**src/rtl/cbvd_pkg.sv**
```systemverilog
// Shared types, constants and codes for the crop box voxel downsampler.
package cbvd_pkg;

  localparam int GRID_X = 64;
  localparam int GRID_Y = 64;
  localparam int GRID_Z = 64;
  localparam int CELLS = GRID_X * GRID_Y * GRID_Z;
  localparam int CELL_W = $clog2(CELLS);
  localparam int ROW_BITS = 6;
  localparam int ROW_W = 1 << ROW_BITS;
  localparam int ROWS = (CELLS + ROW_W - 1) / ROW_W;
  localparam int ROW_AW = $clog2(ROWS);

  localparam int DVD_W = 17;
  localparam int DVS_W = 12;
  localparam int DCNT_W = $clog2(DVD_W);

  localparam logic [23:0] CNT_MAX = 24'hFFFFFF;

  localparam logic [1:0] ACT_START = 2'd0;
  localparam logic [1:0] ACT_PIXEL = 2'd1;
  localparam logic [1:0] ACT_END = 2'd2;

  localparam logic [2:0] REG_LEAF = 3'd0;
  localparam logic [2:0] REG_STEP = 3'd1;
  localparam logic [2:0] REG_MIN_Z = 3'd2;
  localparam logic [2:0] REG_MAX_Z = 3'd3;
  localparam logic [2:0] REG_MIN_X = 3'd4;
  localparam logic [2:0] REG_MAX_X = 3'd5;
  localparam logic [2:0] REG_MIN_Y = 3'd6;
  localparam logic [2:0] REG_MAX_Y = 3'd7;

  localparam logic [1:0] AXIS_Z = 2'd0;
  localparam logic [1:0] AXIS_Y = 2'd1;
  localparam logic [1:0] AXIS_X = 2'd2;

  typedef struct packed {
    logic [1:0] action;
    logic [11:0] column;
    logic [11:0] row;
    logic coords_finite;
    logic signed [15:0] x_mm;
    logic signed [15:0] y_mm;
    logic signed [15:0] z_mm;
  } in_t;

  typedef struct packed {
    logic kind;
    logic signed [15:0] out_x_mm;
    logic signed [15:0] out_y_mm;
    logic signed [15:0] out_z_mm;
    logic grid_overflow;
    logic [23:0] lattice_count;
    logic [23:0] valid_count;
    logic [23:0] boxed_count;
    logic [23:0] kept_count;
  } out_t;

  typedef enum logic [2:0] {
    ST_CLEAR,
    ST_IDLE,
    ST_MODC,
    ST_MODR,
    ST_DIV,
    ST_MRD,
    ST_MCHK,
    ST_EMIT
  } state_t;

endpackage

```
**src/rtl/cbvd_div.sv**
```systemverilog
// Restoring divider that produces one quotient bit per cycle.
module cbvd_div (
  input  logic clk,
  input  logic rst,
  input  logic start,
  input  logic [cbvd_pkg::DVD_W-1:0] dividend,
  input  logic [cbvd_pkg::DVS_W-1:0] divisor,
  output logic done,
  output logic [cbvd_pkg::DVD_W-1:0] quotient,
  output logic [cbvd_pkg::DVS_W-1:0] remainder
);
  import cbvd_pkg::*;

  logic busy;
  logic [DCNT_W-1:0] cnt;
  logic [DVS_W-1:0] dvs;
  logic [DVS_W:0] sh;
  logic take;

  assign sh = {remainder, quotient[DVD_W-1]};
  assign take = sh >= {1'b0, dvs};

  always_ff @(posedge clk) begin
    if (rst) begin
      busy <= 1'b0;
      done <= 1'b0;
      cnt <= '0;
    end else begin
      done <= busy && (cnt == '0);
      if (start) begin
        busy <= 1'b1;
        cnt <= DCNT_W'(DVD_W - 1);
      end else if (busy) begin
        cnt <= cnt - 1'b1;
        if (cnt == '0) begin
          busy <= 1'b0;
        end
      end
    end
  end

  always_ff @(posedge clk) begin
    if (start) begin
      quotient <= dividend;
      remainder <= '0;
      dvs <= divisor;
    end else if (busy) begin
      quotient <= {quotient[DVD_W-2:0], take};
      remainder <= take ? DVS_W'(sh - {1'b0, dvs}) : sh[DVS_W-1:0];
    end
  end

endmodule

```
**config.mk**
```make
export PLATFORM = sky130hd
export DESIGN_NAME = cbvd_div
export DESIGN_NICKNAME = d
export VERILOG_FILES = /design/src/rtl/cbvd_pkg.sv /design/src/rtl/cbvd_div.sv
export SDC_FILE = /design/constraint.sdc
export NUM_CORES = 1
export LEC_CHECK = 0
export BUFFER_PORTS_ARGS = -buffer_cell sky130_fd_sc_hd__buf_2
export CAP_MARGIN = 10
export CELL_PAD_IN_SITES_DETAIL_PLACEMENT = 1
export CELL_PAD_IN_SITES_GLOBAL_PLACEMENT = 1
export CORE_ASPECT_RATIO = 1.25
export CORE_UTILIZATION = 44
export CTS_BUF_LIST = sky130_fd_sc_hd__clkbuf_16
export DETAILED_ROUTE_END_ITERATION = 16
export GPL_ROUTABILITY_DRIVEN = 0
export PLACE_DENSITY = 0.94
export SETUP_SLACK_MARGIN = 0.2
export SLEW_MARGIN = 20
export SYNTH_ARGS = -nofsm -noshare
export SYNTH_HDL_FRONTEND = slang
export SYNTH_SLANG_ARGS = --single-unit
```
**constraint.sdc**
```tcl
create_clock -name clk -period 6.4 [get_ports clk]
set_clock_uncertainty 0.05 [all_clocks]
set_input_delay 0.96 -clock clk [delete_from_list [all_inputs] [get_ports clk]]
set_output_delay 0.96 -clock clk [all_outputs]
set_load 0.02 [all_outputs]
```
==> results.py, run 1 <==
metrics = {
    "outcome": {
        "status": "complete, no violations",
    },
    "critical_path": {
        "path_delay_family": "compound AO/OA/AOI/OAI gates",
        "critPathSlowestCell": "fa_1",
        "cp_num_cells": 9,
        "ff2ff_path_depth": 9,
        "timing.critical_path.to": "remainder[10]$_SDFFE_PP0P_",
        "r2r-end": "remainder[10]$_SDFFE_PP0P_",
        "path_class": "reg2reg",
        "worst-path-buf-inv": 1,
        "cp.arrival_ps": 2710,
        "cp_max_fo": 3,
        "slowest_delay_ps": 420,
        "crit_start": "quotient[16]$_DFFE_PP_",
        "crit_required_ps": 6540,
        "startpoint_type": "register",
        "endpoint_kind": "register",
        "path_cells": "inv_1 > ha_1 > fa_1 > nor2b_1 > o31ai_1 > a21o_1 > a211o_1 > a31o_2 > a311oi_1",
        "r2r-start": "quotient[16]$_DFFE_PP_",
        "r2r_slack_ps": 3820,
    },
    "routing": {
        "drtPass1Iterations": 4,
        "avgViaCountPerCell": 5.60,
        "drc": 0,
        "vias": 2027,
        "post_drt_wl_per_cell_um": 17.1,
        "wl_um": 6180,
        "ant_nets": 0,
        "drt-initial-drc-count": 66,
    },
    "cells_and_area": {
        "drive_above_1_share_pct": 30.5,
        "finish.instance_area_mm2": 0.00304,
        "synthToLayoutAreaGrowth_pct": 19.9,
        "nets": 343,
        "insertedDiodeCount": 0,
    },
    "clock_tree": {
        "cts_buffer_depth": 2,
        "cts_root_buffer": "clkbuf_16",
        "cts_resized": 0,
        "cts_tree": "built",
        "htreeDepth": 2,
        "clkTransAtPathRegs_ps": 70,
        "cts_sinks": 48,
        "clk_latency_ps": 290,
        "cts_buffers": 5,
        "postCtsHoldBufs": 0,
        "cts_setup_buffers": 0,
    },
    "timing": {
        "finalCritPeriodShare_pct": 40.3,
        "maxSlewHeadroom_pct": 31.2,
        "setup_viol": 0,
        "worst-slew-pin-transition_ps": 1030,
        "drv_slew": 0,
        "worst_slack_ps": 3820,
        "final_hold_viol_count": 0,
        "fmax_mhz": 388,
        "fin_crit_ps": 2580,
        "tns_ps": 0,
        "rsz0062_at_grt": "false",
    },
    "power": {
        "powerDensity_mw_per_mm2": 275,
        "ir_worst_vdd_v": 0.000217,
        "p_total_mw": 0.836,
        "power.leakage_nw": 1.31,
    },
    "flow_run": {
        "maxCapViolations": 0,
    },
    "placement": {
        "port_buffers": 61,
        "preCtsSetupSlack_ps": 3710,
        "dp_hpwl_um": 4490,
        "dpl_cell_area_mm2": 0.00289,
    },
    "grt": {
        "grt.busiest_layer": "met2",
        "globalRouteMet1Util_pct": 21.6,
        "grt_pass1_vias": 2151,
        "antenna_found_initial": 0,
        "grt_max_degree": 53,
        "grt_use_total_pct": 21.7,
        "grt-ovfl-total": 0,
        "grt_pass1_wl_um": 10100,
        "met3_usage_pct": 5.00,
        "grt.met2_usage_pct": 42.7,
    },
    "die": {
        "start_util_pct": 46.2,
        "die_h_um": 86.8,
        "die_x_um": 69.9,
        "fp-row-count": 30,
        "die_area_mm2": 0.00606,
        "ioPinCount": 62,
        "core_mm2": 0.00548,
    },
    "hold_path": {
        "hp-class": "reg2reg",
    },
    "synthesis": {
        "syn_nets": 283,
        "syn_inst": 237,
        "synthFlopType": "edfxtp_1",
        "postSynth.asyncResetShare_pct": 0,
        "yosysTopAreaCellShare_pct": 34.4,
        "ys_seq_elements": 48,
        "synth_area_mm2": 0.00253,
        "ys_types": 48,
        "synth_edf_count": 29,
        "ys_top_cells_by_area": "edfxtp_1, dfxtp_1, mux2_2",
        "syn_avg_cell_area_um2": 10.7,
        "ys_warn_count": 0,
        "synth_top_area_cell": "edfxtp_1",
        "yosysSeqAreaShare_pct": 49.4,
    },
}
[routing by layer]
layer / wire length (µm) / share of wire [%]
met1: 2390 / 39
met2: 3390 / 55
met4: 137 / 2.2
met5: 0 / 0
met3: 258 / 4.2
[cell usage in the layout, fill, tap and decap left out, drive strengths merged, types with 5 or more instances in the layout]
master / count
a311oi: 5
nor2: 21
o21ai: 9
mux2: 17
edfxtp: 29
clkbuf: 5
nand2b: 6
buf: 62
dfxtp: 19
inv: 20
ha: 13
nand2: 12
a21oi: 16
[cell families (layout without fill, tap and decap cells)]
logic type	after synthesis	in the layout	share of synthesized area, %
muxes	20	20	8.74
xor gates and xnor gates	8	8	2.77
adders and majority gates	14	14	7.21
and+or+nand+nor	65	65	13.1
buffers and inverters	26	87	3.95
DFF	48	48	49.4
AOI/OAI and AO/OA	56	56	14.8
[registers in the layout, summed over array words and instances (netlist names)]
| name | flops |
|---|---|
| cnt | 5 |
| dvs | 12 |
| quotient | 17 |
| remainder | 12 |
| done | 1 |
| busy | 1 |
[synthesized netlist by cell type (5+ instances only)]
master / count
nand2_1: 12
clkbuf_1: 6
ha_1: 13
mux2_2: 17
nand2b_1: 6
a21oi_1: 16
dfxtp_1: 19
inv_1: 17
nor2_1: 21
a311oi_1: 5
o21ai_0: 8
edfxtp_1: 29
[power by group]
| part | switching (mW) | internal, mW | leakage [nW] | total (mW) |
|---|---|---|---|---|
| registers | 0.0185 | 0.359 | 0.444 | 0.377 |
| clock network | 0.119 | 0.147 | 0.0749 | 0.266 |
| logic | 0.113 | 0.0789 | 0.786 | 0.192 |
[stage by stage]
stage	hold WS, ps	utilization (%)	instances
2_1_floorplan	419	-	237
3_3_place_gp	431	52.7	354
3_5_place_dp	470	52.7	354
4_1_cts	481	55.4	362
5_1_grt	500	55.4	362
6_report	477	55.4	362
[final cells by class]
type / count / area, µm²
Sequential cell: 48 / 1250
Inverter: 17 / 63.8
Timing Repair Buffer: 62 / 313
Clock buffer: 5 / 125
Multi-Input combinational cell: 163 / 1180
Clock inverter: 3 / 21.3
Tap cell: 64 / 80.1
Fill cell: 615 / 2440
[tightest hold or removal path, stage by stage (launching register included)]
cell      delay (ps)
dfxtp_1          340
nand2_1           60
a311oi_1          80
[how the worst min path moves through the flow]
stage / startpoint / to / slack [ps] / cells past startpoint
after global routing: remainder[3]$_SDFFE_PP0P_ / remainder[3]$_SDFFE_PP0P_ / 500 / 2
after CTS: remainder[3]$_SDFFE_PP0P_ / remainder[3]$_SDFFE_PP0P_ / 480 / 2
after detailed placement: remainder[3]$_SDFFE_PP0P_ / remainder[3]$_SDFFE_PP0P_ / 470 / 2
after global placement: cnt[1]$_SDFFE_PP0P_ / cnt[1]$_SDFFE_PP0P_ / 430 / 2
final: remainder[8]$_SDFFE_PP0P_ / remainder[9]$_SDFFE_PP0P_ / 480 / 2
after floorplan: cnt[1]$_SDFFE_PP0P_ / cnt[1]$_SDFFE_PP0P_ / 420 / 2
No activity file was read; power rests on OpenSTA's default activity.
==> run 2, diff against run 1 <==
Settings changed: CORE_UTILIZATION 44 to 41, PLACE_DENSITY 0.94 to 0.89.
Clock period 6.4 ns to 2.7 ns, I/O delays scaled along.
==> run 2 against run 1 <==
Against the previous run: via count is 2.3% higher; sequential share of layout area is 1.2 points lower; register-to-register slack worse by 3500 ps; largest power group unchanged; die area is 7.1% higher; critical endpoint is now remainder[5]$_SDFFE_PP0P_.
==> results.py, run 2 (synthesis results as in run 1) <==
metrics = {
    "die": {
        "core_mm2": 0.00586,
        "ioPinCount": 62,
        "die_h_um": 89.9,
        "start_util_pct": 43.2,
        "die_x_um": 72.3,
        "fp-row-count": 31,
        "die_area_mm2": 0.00650,
    },
    "cells_and_area": {
        "drive_above_1_share_pct": 33.6,
        "regMostFlops": "quotient",
        "nets": 349,
        "final_cell_mix": "buf_2, edfxtp_1, nor2_1, dfxtp_1, inv_1",
        "mostFrequentLayoutCell": "buf_2",
        "largest_register_ffs": 17,
        "fin_cells": 386,
        "reg_top3": "quotient (17), dvs (12), remainder (12)",
        "insertedDiodeCount": 0,
        "synthToLayoutAreaGrowth_pct": 23.3,
    },
    "outcome": {
        "status": "complete, no violations",
    },
    "power": {
        "power_switching_mw": 0.589,
        "clockPowerShare_pct": 30.6,
        "ir_worst_vdd_v": 0.000354,
        "power.leakage_nw": 1.33,
        "internal-power_mw": 1.39,
        "powerDensity_mw_per_mm2": 635,
        "seqPwrFrac_pct": 45.2,
        "p_sw_share_pct": 29.7,
        "power_frac_comb_pct": 24.2,
    },
    "placement": {
        "dp_hpwl_um": 4480,
        "preCtsSetupSlack_ps": 240,
        "dp.cells": 375,
        "port_buffers": 61,
    },
    "timing": {
        "worst_slack_ps": 279,
        "worst-slew-pin-transition_ps": 552,
        "final_hold_viol_count": 0,
        "rsz0062_at_grt": "false",
        "maxSlewHeadroom_pct": 63.1,
        "holdWs_ps": 237,
        "tns_ps": 0,
        "drv_slew": 0,
        "fin_crit_ps": 2420,
        "setup_viol": 0,
        "finalCritPeriodShare_pct": 89.7,
        "fmax_mhz": 413,
    },
    "clock_tree": {
        "clk_latency_ps": 290,
        "cts_sinks": 48,
        "cts_buffer_depth": 2,
        "clkTransAtPathRegs_ps": 60,
        "cts_root_buffer": "clkbuf_16",
        "cts_tree": "built",
        "cts_buffers": 5,
        "htreeDepth": 2,
    },
    "routing": {
        "vias": 2074,
        "drtPass1Iterations": 4,
        "wl_um": 6290,
        "ant_nets": 0,
        "drc": 0,
        "post_drt_wl_per_cell_um": 16.3,
        "drt-initial-drc-count": 56,
        "avgViaCountPerCell": 5.37,
    },
    "critical_path": {
        "endpoint_kind": "register",
        "ff2ff_path_depth": 8,
        "path_class": "reg2reg",
        "startpoint_type": "register",
        "cp_max_fo": 8,
        "cp.arrival_ps": 2570,
        "crit_required_ps": 2850,
    },
    "hold_path": {
        "hp-class": "in2reg",
        "holdPathStages": 1,
    },
    "grt": {
        "antenna_found_initial": 0,
        "grt_use_total_pct": 19.4,
        "grt_pass1_vias": 2149,
        "grt-ovfl-total": 0,
        "grt_max_degree": 22,
        "grt_pass1_wl_um": 9740,
    },
    "flow_run": {
        "maxCapViolations": 0,
    },
}
-- run 2: changes by cell type in the layout (fill, tap and decap cells not counted), moves of 2 or more --
cell     delta
ha_2        +2
nor2b_1     -2
ha_1        -2
inv_6       -2
buf_4       +6
-- run 2: metrics by stage --
| stage | power, mW | area (µm²) | utilization (%) |
|---|---|---|---|
| after floorplan | 1.22 | 2530 | - |
| after global placement | 1.34 | 2930 | 50.1 |
| final | 1.98 | 3120 | 53.3 |
| after global routing | 2.07 | 3120 | 53.3 |
| after detailed placement | 1.36 | 2930 | 50.1 |
| after CTS | 1.98 | 3070 | 52.5 |
-- run 2: cell type report --
| type | count | area [µm²] |
|---|---|---|
| fillers | 653 | 2730 |
| flip-flops and latches | 48 | 1250 |
| multi-input cells | 163 | 1210 |
| repair buffers | 68 | 358 |
| clock buffers | 5 | 125 |
| well taps | 82 | 103 |
| inverters | 17 | 63.8 |
| clock inverters | 3 | 15.0 |
-- run 2: metal layers --
layer  up-vias  wire [µm]  GRT usage (%)
li1        999          -              -
met1      1014       2610           21.2
met2        54       3320           35.1
met3         7        269           4.82
met4         0         83           7.03
met5         -          0              0
-- run 2: power groups by stage --
stage | clock network, mW | registers [mW] | logic (mW)
5_1_grt | 0.641 | 0.903 | 0.524
3_3_place_gp | 0 | 0.907 | 0.436
6_report | 0.607 | 0.895 | 0.480
2_1_floorplan | 0 | 0.953 | 0.265
4_1_cts | 0.620 | 0.897 | 0.459
3_5_place_dp | 0 | 0.911 | 0.452
-- run 2: final timing paths --
check	start	endpoint	slack (ps)
hold reg to reg	cnt[1]$_SDFFE_PP0P_	cnt[1]$_SDFFE_PP0P_	470
hold / removal	divisor[4]	dvs[4]$_DFFE_PP_	240
setup / recovery	dvs[3]$_DFFE_PP_	remainder[5]$_SDFFE_PP0P_	280
setup reg to reg	dvs[3]$_DFFE_PP_	remainder[5]$_SDFFE_PP0P_	280
-- run 2: worst max-delay path: stages, from the launching register on --
cell,delay [ps]
edfxtp_1,330
inv_1,50
ha_2,370
and3_4,200
o21ai_2,80
a311o_1,400
and2_4,210
or3_1,380
a311oi_1,260
-- run 2: repair_timing --
action                     4_1_cts  5_1_grt
gates resized for setup          0        8
setup endpoints to repair        0        2
setup buffers                    0        3
hold buffers                     0        0
==> run 3, diff against run 2 <==
Settings changed: CTS_BUF_LIST sky130_fd_sc_hd__clkbuf_16 to unset.
==> run 3 against run 2 <==
Against the previous run: final cell count down 0.26%; clock-buffer cell count increased by 1; sequential cell count stayed put; largest cell class unchanged; largest power group unchanged.
==> results.py, run 3 (synthesis results as in run 1) <==
metrics = {
    "outcome": {
        "status": "complete, no violations",
    },
    "critical_path": {
        "cp_max_fo": 3,
        "path_class": "reg2reg",
        "crit_required_ps": 2870,
        "endpoint_kind": "register",
        "r2r-start": "quotient[16]$_DFFE_PP_",
        "cp.arrival_ps": 2590,
        "r2r_slack_ps": 280,
        "ff2ff_path_depth": 9,
        "r2r-end": "remainder[10]$_SDFFE_PP0P_",
        "startpoint_type": "register",
    },
    "clock_tree": {
        "cts_buffer_depth": 2,
        "cts_tree": "built",
        "htreeDepth": 2,
        "postCtsHoldBufs": 0,
        "clkTransAtPathRegs_ps": 90,
        "cts_buffers": 5,
        "cts_root_buffer": "clkbuf_8",
        "clk_latency_ps": 310,
        "cts_sinks": 48,
    },
    "cells_and_area": {
        "regMostFlops": "quotient",
        "synthToLayoutAreaGrowth_pct": 20.8,
        "largest_register_ffs": 17,
        "mostFrequentLayoutCell": "buf_2",
        "insertedDiodeCount": 0,
        "fillers": 667,
        "nets": 348,
        "fin_cells": 385,
        "reg_top3": "quotient (17), dvs (12), remainder (12)",
        "drive_above_1_share_pct": 33.3,
        "final_cell_mix": "buf_2, edfxtp_1, nor2_1, dfxtp_1",
    },
    "grt": {
        "grt-ovfl-total": 0,
        "grt_pass1_vias": 2136,
        "grt_use_total_pct": 19.2,
        "globalRouteMet1Util_pct": 21.7,
        "grt_pass1_wl_um": 9710,
        "grt.met2_usage_pct": 35.0,
        "antenna_found_initial": 0,
        "met3_usage_pct": 4.37,
        "grt_max_degree": 22,
        "grt.busiest_layer": "met2",
    },
    "routing": {
        "avgViaCountPerCell": 5.35,
        "drc": 0,
        "post_drt_wl_per_cell_um": 15.9,
        "vias": 2058,
        "drtPass1Iterations": 4,
        "drt-initial-drc-count": 52,
        "ant_nets": 0,
        "wl_um": 6130,
    },
    "die": {
        "die_h_um": 89.9,
        "die_area_mm2": 0.00650,
        "fp-row-count": 31,
        "core_mm2": 0.00586,
        "ioPinCount": 62,
        "start_util_pct": 43.2,
        "die_x_um": 72.3,
    },
    "power": {
        "powerDensity_mw_per_mm2": 587,
        "ir_worst_vdd_v": 0.000299,
        "power.leakage_nw": 1.29,
    },
    "timing": {
        "setup_viol": 0,
        "maxSlewHeadroom_pct": 65.1,
        "fmax_mhz": 414,
        "rsz0062_at_grt": "false",
        "final_hold_viol_count": 0,
        "fin_crit_ps": 2420,
        "holdWs_ps": 216,
        "drv_slew": 0,
        "tns_ps": 0,
        "finalCritPeriodShare_pct": 89.5,
        "worst-slew-pin-transition_ps": 523,
    },
    "flow_run": {
        "maxCapViolations": 0,
    },
    "hold_path": {
        "min_from": "divisor[11]",
        "holdPathStages": 1,
        "hp-class": "in2reg",
        "worst_hold_path.endpoint": "dvs[11]$_DFFE_PP_",
    },
    "placement": {
        "dp_hpwl_um": 4480,
        "dp.cells": 375,
        "port_buffers": 61,
    },
}
==> run 3: cell count changes in the layout (fill, tap and decap cells not counted), sizes merged <==
cell	previous run	this run
buf	68	67
inv	18	17
clkbuf	5	6
==> run 3: power by group <==
group / switching (mW) / leakage (nW) / internal, mW / total (mW)
clock: 0.250 / 0.0388 / 0.180 / 0.430
combinational: 0.272 / 0.809 / 0.199 / 0.470
sequential: 0.0440 / 0.444 / 0.850 / 0.894
total: 0.565 / 1.29 / 1.23 / 1.79
==> run 3: how the worst max path moves through the flow <==
stage	from	end	slack (ps)	cells past startpoint
after CTS	quotient[16]$_DFFE_PP_	remainder[10]$_SDFFE_PP0P_	220	9
after floorplan	quotient[16]$_DFFE_PP_	remainder[10]$_SDFFE_PP0P_	320	9
final	quotient[16]$_DFFE_PP_	remainder[10]$_SDFFE_PP0P_	280	9
after global placement	quotient[16]$_DFFE_PP_	remainder[10]$_SDFFE_PP0P_	350	9
after global routing	dvs[3]$_DFFE_PP_	remainder[3]$_SDFFE_PP0P_	190	9
after detailed placement	quotient[16]$_DFFE_PP_	remainder[10]$_SDFFE_PP0P_	240	9
==> run 3: cell type report <==
| type | instances | area, µm² | share of cell area (%) |
|---|---|---|---|
| inverter | 17 | 63.8 | 2.09 |
| sequential | 48 | 1250 | 40.9 |
| tap | 82 | 103 | 3.36 |
| clock inverter | 2 | 11.3 | 0.368 |
| timing repair buffer | 67 | 350 | 11.5 |
| clock buffer | 6 | 72.6 | 2.37 |
| multi-input combinational | 163 | 1210 | 39.4 |
==> run 3: repair_timing <==
item,CTS,global route
resized for setup,1,6
pin swaps,0,2
setup endpoints to repair,1,2
setup buffers,0,2
==> run 3: layer usage <==
layer  wire length, µm  up-vias
met5                 0        -
met4                92        0
met3               273       10
met2              3200       58
met1              2560      998
li1                  -      992
==> run 3: metrics by stage <==
stage	total power, mW	utilization [%]	setup slack [ps]	instance area (µm²)
after global placement	1.34	50.1	347	2930
after global routing	1.88	52.2	193	3060
after floorplan	1.22	-	322	2530
after detailed placement	1.36	50.1	240	2930
after CTS	1.79	51.6	225	3020
final	1.79	52.2	283	3060
==> run 3: critical path, cell delays in order, from the launching register on <==
cell and delay [ps]:
edfxtp_1 380, inv_1 50, ha_1 240, fa_2 390, nor2b_2 190, o31ai_1 120
a21o_1 190, a211o_1 290, a31o_2 210, a311oi_2 220
